==> src/rtl/core/ptc_pkg.sv <==
package ptc_pkg;

  localparam int V_W    = 19;  // probe voltage, 0.01 mV units
  localparam int PH_W   = 16;  // milli-pH
  localparam int ST_W   = 3;
  localparam int OP_W   = 3;
  localparam int DIFF_W = V_W + 1;      // signed voltage difference
  localparam int PROD_W = 34;           // signed numerator and products
  localparam int NUM_W  = PROD_W - 1;   // numerator magnitude
  localparam int CNT_W  = 6;            // holds NUM_W - 1

  localparam logic [OP_W-1:0] OP_READ        = 3'd0;
  localparam logic [OP_W-1:0] OP_ENTER       = 3'd1;
  localparam logic [OP_W-1:0] OP_CAP_NEUTRAL = 3'd2;
  localparam logic [OP_W-1:0] OP_CAP_ACID    = 3'd3;
  localparam logic [OP_W-1:0] OP_EXIT        = 3'd4;

  localparam logic [ST_W-1:0] ST_FAIL       = 3'd0;
  localparam logic [ST_W-1:0] ST_OK         = 3'd1;
  localparam logic [ST_W-1:0] ST_CAPTURED   = 3'd2;
  localparam logic [ST_W-1:0] ST_UNKNOWN    = 3'd3;
  localparam logic [ST_W-1:0] ST_DEGENERATE = 3'd4;

  localparam logic [V_W-1:0] NEUTRAL_RESET = 19'd150000;
  localparam logic [V_W-1:0] ACID_RESET    = 19'd203244;

  localparam logic signed [PH_W-1:0] PH_RESET   = 16'sd7000;
  localparam logic signed [PH_W-1:0] PH_N_LO    = 16'sd6600;
  localparam logic signed [PH_W-1:0] PH_N_HI    = 16'sd7400;
  localparam logic signed [PH_W-1:0] PH_A_LO    = 16'sd3600;
  localparam logic signed [PH_W-1:0] PH_A_HI    = 16'sd4400;
  localparam logic signed [PH_W-1:0] PH_SAT_MAX = 16'sd32767;
  localparam logic signed [PH_W-1:0] PH_SAT_MIN = -16'sd32768;

  // slope 3 pH per span and offset 7 pH, in milli-pH
  localparam logic signed [PROD_W-1:0] K_SLOPE  = 34'sd3000;
  localparam logic signed [PROD_W-1:0] K_OFFSET = 34'sd7000;

  typedef struct packed {
    logic             start;
    logic [NUM_W-1:0] num;
    logic [V_W-1:0]   den;
  } div_req_t;

  typedef struct packed {
    logic             done;
    logic [NUM_W-1:0] quot;
  } div_rsp_t;

endpackage

==> src/rtl/core/ptc_divider.sv <==
// Restoring unsigned divider, one quotient bit per cycle.
module ptc_divider (
  input  logic                clk,
  input  logic                rst_n,
  input  ptc_pkg::div_req_t   req,
  output ptc_pkg::div_rsp_t   rsp
);

  logic                             busy_r;
  logic                             done_r;
  logic [ptc_pkg::CNT_W-1:0]        cnt_r;
  logic [ptc_pkg::NUM_W-1:0]        quo_r;
  logic [ptc_pkg::V_W-1:0]          rem_r;
  logic [ptc_pkg::V_W-1:0]          den_r;
  logic [ptc_pkg::V_W:0]            rem_sh;
  logic                             ge;
  logic [ptc_pkg::V_W:0]            rem_nxt;

  assign rem_sh  = {rem_r, quo_r[ptc_pkg::NUM_W-1]};
  assign ge      = (rem_sh >= {1'b0, den_r});
  assign rem_nxt = ge ? (rem_sh - {1'b0, den_r}) : rem_sh;

  always_ff @(posedge clk) begin
    if (!rst_n) begin
      busy_r <= 1'b0;
      done_r <= 1'b0;
    end else begin
      done_r <= 1'b0;
      if (req.start) begin
        quo_r  <= req.num;
        rem_r  <= '0;
        den_r  <= req.den;
        cnt_r  <= '0;
        busy_r <= 1'b1;
      end else if (busy_r) begin
        rem_r <= rem_nxt[ptc_pkg::V_W-1:0];
        quo_r <= {quo_r[ptc_pkg::NUM_W-2:0], ge};
        cnt_r <= cnt_r + 1'b1;
        if (cnt_r == ptc_pkg::CNT_W'(ptc_pkg::NUM_W - 1)) begin
          busy_r <= 1'b0;
          done_r <= 1'b1;
        end
      end
    end
  end

  assign rsp.done = done_r;
  assign rsp.quot = quo_r;

endmodule

==> src/rtl/core/ph_two_point_calibrator.sv <==
// Read pH, from accepted transaction to out_valid: products, sum and divider load,
// one divider iteration per numerator bit, saturation, output load. Other ops:
// output load only. One transaction at a time: in_stall stays high from acceptance
// until the result enters the output register, so a stalled output also stalls input.
// Synchronous active-low reset: calibration points and last pH to defaults,
// session flags cleared, output register empty.
module ph_two_point_calibrator (
  input  logic                          clk,
  input  logic                          rst_n,
  // input channel
  input  logic                          in_valid,
  output logic                          in_stall,
  input  logic [ptc_pkg::OP_W-1:0]      in_op,
  input  logic [ptc_pkg::V_W-1:0]       in_voltage,
  // result channel
  output logic                          out_valid,
  input  logic                          out_stall,
  output logic signed [ptc_pkg::PH_W-1:0] out_ph_value,
  output logic [ptc_pkg::ST_W-1:0]      out_status,
  output logic                          out_store_neutral,
  output logic                          out_store_acid,
  output logic [ptc_pkg::V_W-1:0]       out_stored_voltage
);

  typedef enum logic [2:0] {
    S_IDLE,   // waiting for a transaction
    S_MUL,    // slope and offset products
    S_SUM,    // numerator, magnitudes, divider start
    S_DIV,    // waiting on the divider
    S_DONE    // result ready, waiting for the output register
  } state_t;

  state_t state_r;

  // calibration state
  logic [ptc_pkg::V_W-1:0]           neutral_r;
  logic [ptc_pkg::V_W-1:0]           acid_r;
  logic                              in_cal_r;
  logic                              taken_r;
  logic signed [ptc_pkg::PH_W-1:0]   last_ph_r;

  // read datapath
  logic [ptc_pkg::V_W-1:0]           v_r;
  logic signed [ptc_pkg::PROD_W-1:0] p_slope_r;
  logic signed [ptc_pkg::PROD_W-1:0] p_off_r;
  logic                              neg_r;

  // pending result
  logic signed [ptc_pkg::PH_W-1:0]   res_ph_r;
  logic [ptc_pkg::ST_W-1:0]          res_st_r;
  logic                              res_sn_r;
  logic                              res_sa_r;
  logic [ptc_pkg::V_W-1:0]           res_sv_r;

  // output register
  logic                              out_valid_r;
  logic signed [ptc_pkg::PH_W-1:0]   out_ph_r;
  logic [ptc_pkg::ST_W-1:0]          out_st_r;
  logic                              out_sn_r;
  logic                              out_sa_r;
  logic [ptc_pkg::V_W-1:0]           out_sv_r;

  logic                              accept;
  logic                              out_free;
  logic                              out_load;
  logic signed [ptc_pkg::DIFF_W-1:0] dv;   // v - n
  logic signed [ptc_pkg::DIFF_W-1:0] dn;   // n - a
  logic signed [ptc_pkg::PROD_W-1:0] num;
  logic [ptc_pkg::NUM_W-1:0]         num_mag;
  logic [ptc_pkg::V_W-1:0]           den_mag;
  logic [ptc_pkg::NUM_W-1:0]         q_mag;
  logic signed [ptc_pkg::PH_W-1:0]   ph_sat;
  logic                              win_n;
  logic                              win_a;

  // op decode of the offered transaction
  logic [ptc_pkg::ST_W-1:0]          dec_st;
  logic                              dec_sn;
  logic                              dec_sa;
  logic [ptc_pkg::V_W-1:0]           dec_sv;
  logic                              dec_read;   // read that goes through the divider

  ptc_pkg::div_req_t div_req;
  ptc_pkg::div_rsp_t div_rsp;

  ptc_divider u_div (
    .clk   (clk),
    .rst_n (rst_n),
    .req   (div_req),
    .rsp   (div_rsp)
  );

  assign accept   = in_valid && !in_stall;
  assign in_stall = (state_r != S_IDLE);
  assign out_free = !out_valid_r || !out_stall;
  assign out_load = (state_r == S_DONE) && out_free;

  assign dv = $signed({1'b0, v_r}) - $signed({1'b0, neutral_r});
  assign dn = $signed({1'b0, neutral_r}) - $signed({1'b0, acid_r});

  // pH*1000 = (3000*(v-n) + 7000*(n-a)) / (n-a); divide magnitudes, sign after
  assign num     = p_slope_r + p_off_r;
  assign num_mag = num[ptc_pkg::PROD_W-1] ? ptc_pkg::NUM_W'(-num)
                                          : num[ptc_pkg::NUM_W-1:0];
  assign den_mag = dn[ptc_pkg::DIFF_W-1] ? ptc_pkg::V_W'(-dn)
                                         : dn[ptc_pkg::V_W-1:0];

  assign div_req.start = (state_r == S_SUM);
  assign div_req.num   = num_mag;
  assign div_req.den   = den_mag;

  // truncation toward zero falls out of the magnitude divide; clamp to 16 bits
  assign q_mag = div_rsp.quot;
  always_comb begin
    if (neg_r) begin
      if (q_mag > ptc_pkg::NUM_W'(32768)) ph_sat = ptc_pkg::PH_SAT_MIN;
      else                                ph_sat = $signed(~q_mag[15:0] + 16'd1);
    end else begin
      if (q_mag > ptc_pkg::NUM_W'(32767)) ph_sat = ptc_pkg::PH_SAT_MAX;
      else                                ph_sat = $signed(q_mag[15:0]);
    end
  end

  // exit windows, tested on the stale last pH
  assign win_n = (last_ph_r > ptc_pkg::PH_N_LO) && (last_ph_r < ptc_pkg::PH_N_HI);
  assign win_a = (last_ph_r > ptc_pkg::PH_A_LO) && (last_ph_r < ptc_pkg::PH_A_HI);

  // result fields for the op on the input; read pH is filled in after the divide
  always_comb begin
    dec_st   = ptc_pkg::ST_UNKNOWN;
    dec_sn   = 1'b0;
    dec_sa   = 1'b0;
    dec_sv   = '0;
    dec_read = 1'b0;
    unique case (in_op) inside
      ptc_pkg::OP_READ: begin
        if (neutral_r == acid_r) begin
          dec_st = ptc_pkg::ST_DEGENERATE;   // flat line, keep last pH
        end else begin
          dec_st   = ptc_pkg::ST_OK;
          dec_read = 1'b1;
        end
      end
      ptc_pkg::OP_ENTER: begin
        dec_st = ptc_pkg::ST_OK;
      end
      ptc_pkg::OP_CAP_NEUTRAL, ptc_pkg::OP_CAP_ACID: begin
        if (in_cal_r) begin
          dec_sn = (in_op == ptc_pkg::OP_CAP_NEUTRAL);
          dec_sa = (in_op == ptc_pkg::OP_CAP_ACID);
          dec_sv = in_voltage;
          dec_st = ptc_pkg::ST_CAPTURED;
        end else begin
          dec_st = ptc_pkg::ST_OK;
        end
      end
      ptc_pkg::OP_EXIT: begin
        dec_st = ptc_pkg::ST_FAIL;
        if (in_cal_r && taken_r) begin
          if (win_n) begin
            dec_sn = 1'b1;
            dec_sv = neutral_r;
            dec_st = ptc_pkg::ST_OK;
          end else if (win_a) begin
            dec_sa = 1'b1;
            dec_sv = acid_r;
            dec_st = ptc_pkg::ST_OK;
          end
        end
      end
      default: dec_st = ptc_pkg::ST_UNKNOWN;
    endcase
  end

  always_ff @(posedge clk) begin
    if (!rst_n) begin
      state_r     <= S_IDLE;
      neutral_r   <= ptc_pkg::NEUTRAL_RESET;
      acid_r      <= ptc_pkg::ACID_RESET;
      in_cal_r    <= 1'b0;
      taken_r     <= 1'b0;
      last_ph_r   <= ptc_pkg::PH_RESET;
      out_valid_r <= 1'b0;
    end else begin
      if (out_load)        out_valid_r <= 1'b1;
      else if (!out_stall) out_valid_r <= 1'b0;

      unique case (state_r)
        S_IDLE: begin
          if (accept) begin
            res_ph_r <= last_ph_r;
            res_st_r <= dec_st;
            res_sn_r <= dec_sn;
            res_sa_r <= dec_sa;
            res_sv_r <= dec_sv;
            v_r      <= in_voltage;
            state_r  <= dec_read ? S_MUL : S_DONE;
            if (in_op == ptc_pkg::OP_ENTER) begin
              in_cal_r <= 1'b1;
              taken_r  <= 1'b0;
            end else if (dec_st == ptc_pkg::ST_CAPTURED) begin
              taken_r <= 1'b1;
              if (dec_sn) neutral_r <= in_voltage;
              else        acid_r    <= in_voltage;
            end else if (in_op == ptc_pkg::OP_EXIT && in_cal_r && taken_r) begin
              in_cal_r <= 1'b0;
              taken_r  <= 1'b0;
            end
          end
        end
        S_MUL: begin
          p_slope_r <= ptc_pkg::PROD_W'(dv) * ptc_pkg::K_SLOPE;
          p_off_r   <= ptc_pkg::PROD_W'(dn) * ptc_pkg::K_OFFSET;
          state_r   <= S_SUM;
        end
        S_SUM: begin
          neg_r   <= num[ptc_pkg::PROD_W-1] ^ dn[ptc_pkg::DIFF_W-1];
          state_r <= S_DIV;
        end
        S_DIV: begin
          if (div_rsp.done) begin
            last_ph_r <= ph_sat;
            res_ph_r  <= ph_sat;
            res_st_r  <= ptc_pkg::ST_OK;
            state_r   <= S_DONE;
          end
        end
        S_DONE: begin
          if (out_load) begin
            out_ph_r <= res_ph_r;
            out_st_r <= res_st_r;
            out_sn_r <= res_sn_r;
            out_sa_r <= res_sa_r;
            out_sv_r <= res_sv_r;
            state_r  <= S_IDLE;
          end
        end
        default: state_r <= S_IDLE;
      endcase
    end
  end

  assign out_valid          = out_valid_r;
  assign out_ph_value       = out_ph_r;
  assign out_status         = out_st_r;
  assign out_store_neutral  = out_sn_r;
  assign out_store_acid     = out_sa_r;
  assign out_stored_voltage = out_sv_r;

  // a finished quotient only arrives while the sequencer waits for it
  a_div_done_in_div: assert property (@(posedge clk) disable iff (!rst_n)
    div_rsp.done |-> (state_r == S_DIV))
    else $error("divider finished outside the divide wait");

  // a session flag pair: no point can be taken outside a session
  a_taken_in_session: assert property (@(posedge clk) disable iff (!rst_n)
    !in_cal_r |-> !taken_r)
    else $error("point taken with no open session");

  // a transaction always moves the sequencer out of idle
  a_accept_busy: assert property (@(posedge clk) disable iff (!rst_n)
    accept |=> (state_r != S_IDLE))
    else $error("accepted transaction left sequencer idle");

  // never both store requests on one result
  a_one_store: assert property (@(posedge clk) disable iff (!rst_n)
    out_valid_r |-> !(out_sn_r && out_sa_r))
    else $error("both store requests raised");

  // a capture raises exactly one store request
  a_capture_store: assert property (@(posedge clk) disable iff (!rst_n)
    (out_valid_r && (out_st_r == ptc_pkg::ST_CAPTURED)) |-> (out_sn_r ^ out_sa_r))
    else $error("capture without a single store request");

endmodule

==> config.mk <==
export PLATFORM = sky130hd
export DESIGN_NAME = ph_two_point_calibrator
export DESIGN_NICKNAME = d
export VERILOG_FILES = /design/src/rtl/core/ptc_pkg.sv /design/src/rtl/core/ptc_divider.sv /design/src/rtl/core/ph_two_point_calibrator.sv
export SDC_FILE = /design/constraint.sdc
export NUM_CORES = 1
export LEC_CHECK = 0
export BUFFER_PORTS_ARGS = -buffer_cell sky130_fd_sc_hd__buf_2
export CAP_MARGIN = 15
export CORE_MARGIN = 5
export CORE_UTILIZATION = 39
export CTS_CLUSTER_SIZE = 40
export DETAILED_ROUTE_END_ITERATION = 6
export GPL_ROUTABILITY_DRIVEN = 0
export PLACE_DENSITY_LB_ADDON = 0.12
export SETUP_SLACK_MARGIN = 0.02
export SLEW_MARGIN = 25
export SYNTH_ARGS = -nofsm -noshare
export SYNTH_HDL_FRONTEND = slang
export SYNTH_HIERARCHICAL = 1
export SYNTH_SLANG_ARGS = --single-unit
==> constraint.sdc <==
create_clock -name clk -period 10.4 [get_ports clk]
set_input_delay 0.52 -clock clk [delete_from_list [all_inputs] [get_ports clk]]
set_output_delay 0.52 -clock clk [all_outputs]
set_load 0.05 [all_outputs]
After elaboration in Yosys (flattened, before gate mapping). Index checks and enable logic that the tools add are counted.

Output and inout port bits: 42. Logic and storage cells: 152. Bits in registers: 301. Input port bits: 26.

Reductions and logical operators: 32. $lt $le $gt $ge: 7. Multipliers: 2. Equality and inequality tests: 16. Multiplexer cells: 54. Bitwise operators: 6. Add/sub/neg operators: 8.

Operators with widths (number): 2-to-1 mux 19 bit (7); 2-to-1 mux 33 bit (3); 2-to-1 mux 16 bit (5); subtractor 19 x 19 -> 20 bit (2); case mux 19 bit (2 select lines) (1); adder 34 bit (1); > comparator 33 x 15 -> 1 bit, second input constant (1); > comparator 33 x 16 -> 1 bit, second input constant (1); negation 33 bit (1); < comparator 16 x 14 -> 1 bit, second input constant (2); case mux 16 bit (2 select lines) (1); multiplier 20 x 11 -> 31 bit, second input constant (1); multiplier 20 x 10 -> 30 bit, second input constant (1); 2-to-1 mux 1 bit (23); 2-to-1 mux 3 bit (7); >= comparator 20 x 19 -> 1 bit (1); equality test 19 bit (1); negation 19 bit (1); subtractor 19 bit (1); adder 16 x 1 -> 16 bit, second input constant (1); > comparator 16 x 13 -> 1 bit, second input constant (1); > comparator 16 x 14 -> 1 bit, second input constant (1); inverter 16 bit (1); equality test 3 x 2 -> 1 bit, second input constant (5); 26 further kinds (55).

Longest topological paths before layout.
Depth in word-level cells: 9. Depth in mapped cells: 33. Mapped depth without buffers: 33.

Cells and area by module. The synthesis kept the hierarchy.

Modules (own cells, without submodules): ph_two_point_calibrator (times used 1, cells each 2356, area each 22126.2 um^2, seq. area each 6035.8 um^2); ptc_divider (times used 1, cells each 347, area each 4300.4 um^2, seq. area each 2352.3 um^2).

Worst setup path after synthesis. No wires, ideal clock.

Path kind: input to register. Start point: input rst_n. End point: register p_off_r[10] (netlist name) (enable). Buffers on the path: 0. Arrival time: 7.007 ns. Library setup time: 0.652 ns. Slack: 2.741 ns. Required time: 9.748 ns. Cell stages on the path: 2. Cells stage by stage: clkinv_1 -> nor4b_1.

Word-level cells in the longest chain between the ends: 1.

Ends and longest elaborated chain: from (decl) (line ph_two_point_calibrator.sv:9) `input logic rst_n,`; AND reduction 2 bit (no source line); to (signal assigned) (line ph_two_point_calibrator.sv:213) `p_off_r <= ptc_pkg::PROD_W'(dn) * ptc_pkg::K_OFFSET;`; to (decl) (line ph_two_point_calibrator.sv:45) `logic signed [ptc_pkg::PROD_W-1:0] p_off_r;`.

Every way passes these cells. A chain may end at the register's enable or synchronous reset.

Worst setup path after layout.
Start point: register neutral_r[1] (netlist name). End point: register p_slope_r[32] (netlist name) (data pin).

Word-level cells in the longest chain between the ends: 2.

Ends and longest elaborated chain: from (decl) (line ph_two_point_calibrator.sv:36) `logic [ptc_pkg::V_W-1:0] neutral_r;`; from (signal assigned) (line ph_two_point_calibrator.sv:178) `neutral_r <= ptc_pkg::NEUTRAL_RESET;`; from (signal assigned) (line ph_two_point_calibrator.sv:203) `if (dec_sn) neutral_r <= in_voltage;`; subtractor 19 x 19 -> 20 bit (line ph_two_point_calibrator.sv:98) `assign dv = $signed({1'b0, v_r}) - $signed({1'b0, neutral_r});`; multiplier 20 x 10 -> 30 bit (line ph_two_point_calibrator.sv:212) `p_slope_r <= ptc_pkg::PROD_W'(dv) * ptc_pkg::K_SLOPE;`; to (signal assigned) (line ph_two_point_calibrator.sv:212); to (decl) (line ph_two_point_calibrator.sv:44) `logic signed [ptc_pkg::PROD_W-1:0] p_slope_r;`.

Every way passes these cells.

==> summary.txt <==
Status
  • Outcome: completed

CTS
  • Number of setup buffers added after CTS: 0
  • Cts bufs inserted: 36
  • Clock sink count: 300
  • Root buf cell: clkbuf_16
  • H-Tree Depth: 2
  • Worst-Skew Late Latency: between 0.5 and 0.6 ns
  • CTS resizes: 0
  • CTS Buffer Depth: 3
  • Hold_buf cts: 0
  • CTS tree: done
  • CTS clk-pin slew, worst paths: 0.06 ns

Floorplanning
  • Die ar.: around 73,000 um^2
  • Die width: around 270 um
  • Area of the core: 67,160 um^2
  • Initial Utilization: between 30% and 40%
  • Site row count: 95
  • # IOs: 68
  • Die height: 270.3 um

Yosys
  • Async S/R FF share, synth: 0%
  • Top FF cell, synth: edfxtp_1
  • Largest area contributor in the netlist: edfxtp_1
  • Count leader, synth: inv_1
  • Post-synthesis sequential area ratio: around a third
  • Post-synth EDFFs: 238
  • Count of different cell masters after synthesis: just over 90
  • Mux cell area share after synthesis: 1.818%
  • Synth top area cells: edfxtp_1 (27%), fa_1 (13%), ha_1 (12%), inv_1 (6.1%), dfxtp_1 (4.7%)
  • Post-Syn Area per Cell: 9.777 um^2
  • Cell count after synthesis: 2,703
  • Xor and xnor area share after synthesis: just over 7%
  • Total number of yosys warnings: 6
  • Main combinational cell family by area after synthesis: adder cells
  • Synth Area in Compound Gates: between 10% and 20%
  • Synth top cells by count: inv_1 (426), ha_1 (260), edfxtp_1 (238)
  • Top cell type's share of synthesized area: 27.04%
  • Synth Area in Simple Gates: around 11%
  • #FFs+latches synth: 300
  • Mapped Area: about 26,000 um^2
  • Post-Synth Adder-Cell Area: between 20% and 30%

STA
  • RSZ-0062 raised after global routing: false
  • Min Tclk post-route: ~8 ns
  • Hold Violations, Final: 0
  • Transition time of the tightest slew-check pin: between 1 and 1.5 ns
  • Fin Setup TNS: 0 ns
  • Pins Over Slew Limit: 0
  • Final setup viols: 0
  • Min Hold Slack: roughly 0.21 ns
  • Setup Skew: 0.03301 ns
  • FMAX: 122.9 MHz
  • Period utilisation layout: between 70 and 80%
  • Max-slew headroom: 32.52%

Drt
  • Number of remaining DRC errors: 0
  • WL per Instance: around 18 um
  • Vias per std cell: ~5.3
  • Iteration-0 DRC Markers: between 1,000 and 1,500
  • Via count: a little under 20,000
  • Drt total wl: 66,210 um
  • Pre-antenna DRT Iters: 6
  • Final ANT Viol Nets: 0

Cells and area
  • Post-Route Utilization: a little over two fifths
  • # diodes: 0
  • Area Growth Syn to Fin: 9.820%
  • Final #Nets: between 3,000 and 4,000
  • Layout Cells excl Fill: approximately 3,700
  • Filler instances: approximately 6,400
  • Layout cells sized above 1: under 10%

Critical path
  • Crit path max fanout: 8
  • Most frequent CP cell: inv_1
  • CP Data Arrival Time: 8.43 ns
  • Crit-path max cell delay: about 0.58 ns
  • Worst setup EP type: flip-flop
  • Slowest-stage cell, CP: a2111oi_0
  • Setup crit start kind: flip-flop
  • WP data required: between 10 and 15 ns
  • Critical path class: flip-flop to flip-flop

Min path
  • Min-delay worst type: input pin to flip-flop

Placed design
  • Placed instance count: roughly 3,600
  • Port Buffers: 67
  • Post-DP HPWL: 53,660 um

Global routing
  • Initial antenna violation count: 0
  • Vias in the first global route: 19,406
  • GRT Overall Usage: 17.84%
  • First-pass GRT wire length: ~110,000 um
  • Grt ovf: 0
  • Pin count of the biggest net entering global routing: 64

Job
  • Count of maximum capacitance violations: 0
[cell families after synthesis]
kind of cell	Yosys count
AND/OR/NAND/NOR	593
AO/OA/AOI/OAI	617
buffers and inverters	496
XOR/XNOR	217
multiplexers	44
other	1
flip-flops	300
adder cells (fa/ha/maj)	435
[state kept, by name, indices dropped and copies added (netlist names), 6 cells and up]
signal	count
u_div/cnt_r	6
p_off_r	31
v_r	19
acid_r	19
last_ph_r	16
u_div/rem_r	19
u_div/quo_r	33
p_slope_r	30
out_stored_voltage	19
res_sv_r	19
neutral_r	19
res_ph_r	16
u_div/den_r	19
out_ph_value	16
[through the flow]
step / instance area (um^2) / worst slack, ns
after floorplan: 26440 / 2.741
after global placement: 27780 / 2.450
after detailed placement: 27810 / 2.288
after CTS: 29000 / 2.249
after global routing: 29020 / 1.708
final: 29020 / 2.262
[critical path, delay by kind of cell (launching register included)]
kind	cells	cell delay, ns
AND/OR/NAND/NOR	3	0.46
AO/OA/AOI/OAI	13	3.11
flip-flops	1	0.38
buffers and inverters	5	0.38
adder cells (fa/ha/maj)	7	2.95
XOR/XNOR	2	0.61
[final timing paths]
kind | startpoint | endpoint | slack, ns | cells past startpoint
setup / recovery | neutral_r[1]$_SDFFE_PN0P_ | p_slope_r[32]$_DFFE_PP_ | 2.26 | 30
hold / removal | in_voltage[9] | v_r[9]$_DFFE_PP_ | 0.21 | 1
setup reg to reg | neutral_r[1]$_SDFFE_PN0P_ | p_slope_r[32]$_DFFE_PP_ | 2.26 | 30
hold reg to reg | res_sv_r[6]$_DFFE_PP_ | out_stored_voltage[6]$_DFFE_PP_ | 0.41 | 0
[layout make-up]
class	instances	area [um^2]	area share, %
flip-flops and latches	300	8388	28.90
clock inverters	19	209.0	0.7200
repair buffers	90	528.0	1.819
clock buffers	46	989.7	3.410
inverters	427	1603	5.523
well taps	873	1092	3.764
multi-input cells	1910	16210	55.86
[layout by cell type (no fill, tap or decap), types with 32 or more instances in the layout]
cell         n
nand2_1    187
mux2_2      32
xnor2_1    139
clkbuf_16   37
o21ai_0    111
dfxtp_1     62
buf_2       67
nand3_1     45
o211ai_1    43
nor2_1     137
edfxtp_1   238
a21oi_1    190
fa_1       174
a21o_1      51
inv_1      426
ha_1       260
xor2_1      74
nor3_1      37
[metal layers]
metal / routed length (um) / GRT usage (%) / vias to the layer above / share of wire, %
met5: 0 / 0 / - / 0
met4: 1649 / 4.691 / 0 / 2.5
met3: 2274 / 1.741 / 94 / 3.4
met2: 31370 / 29.72 / 357 / 47
met1: 30910 / 25.07 / 9379 / 47
li1: - / - / 9524 / -
Power is not shown: default switching activity piles up to over one toggle a cycle in this logic, so the estimate is an artifact.
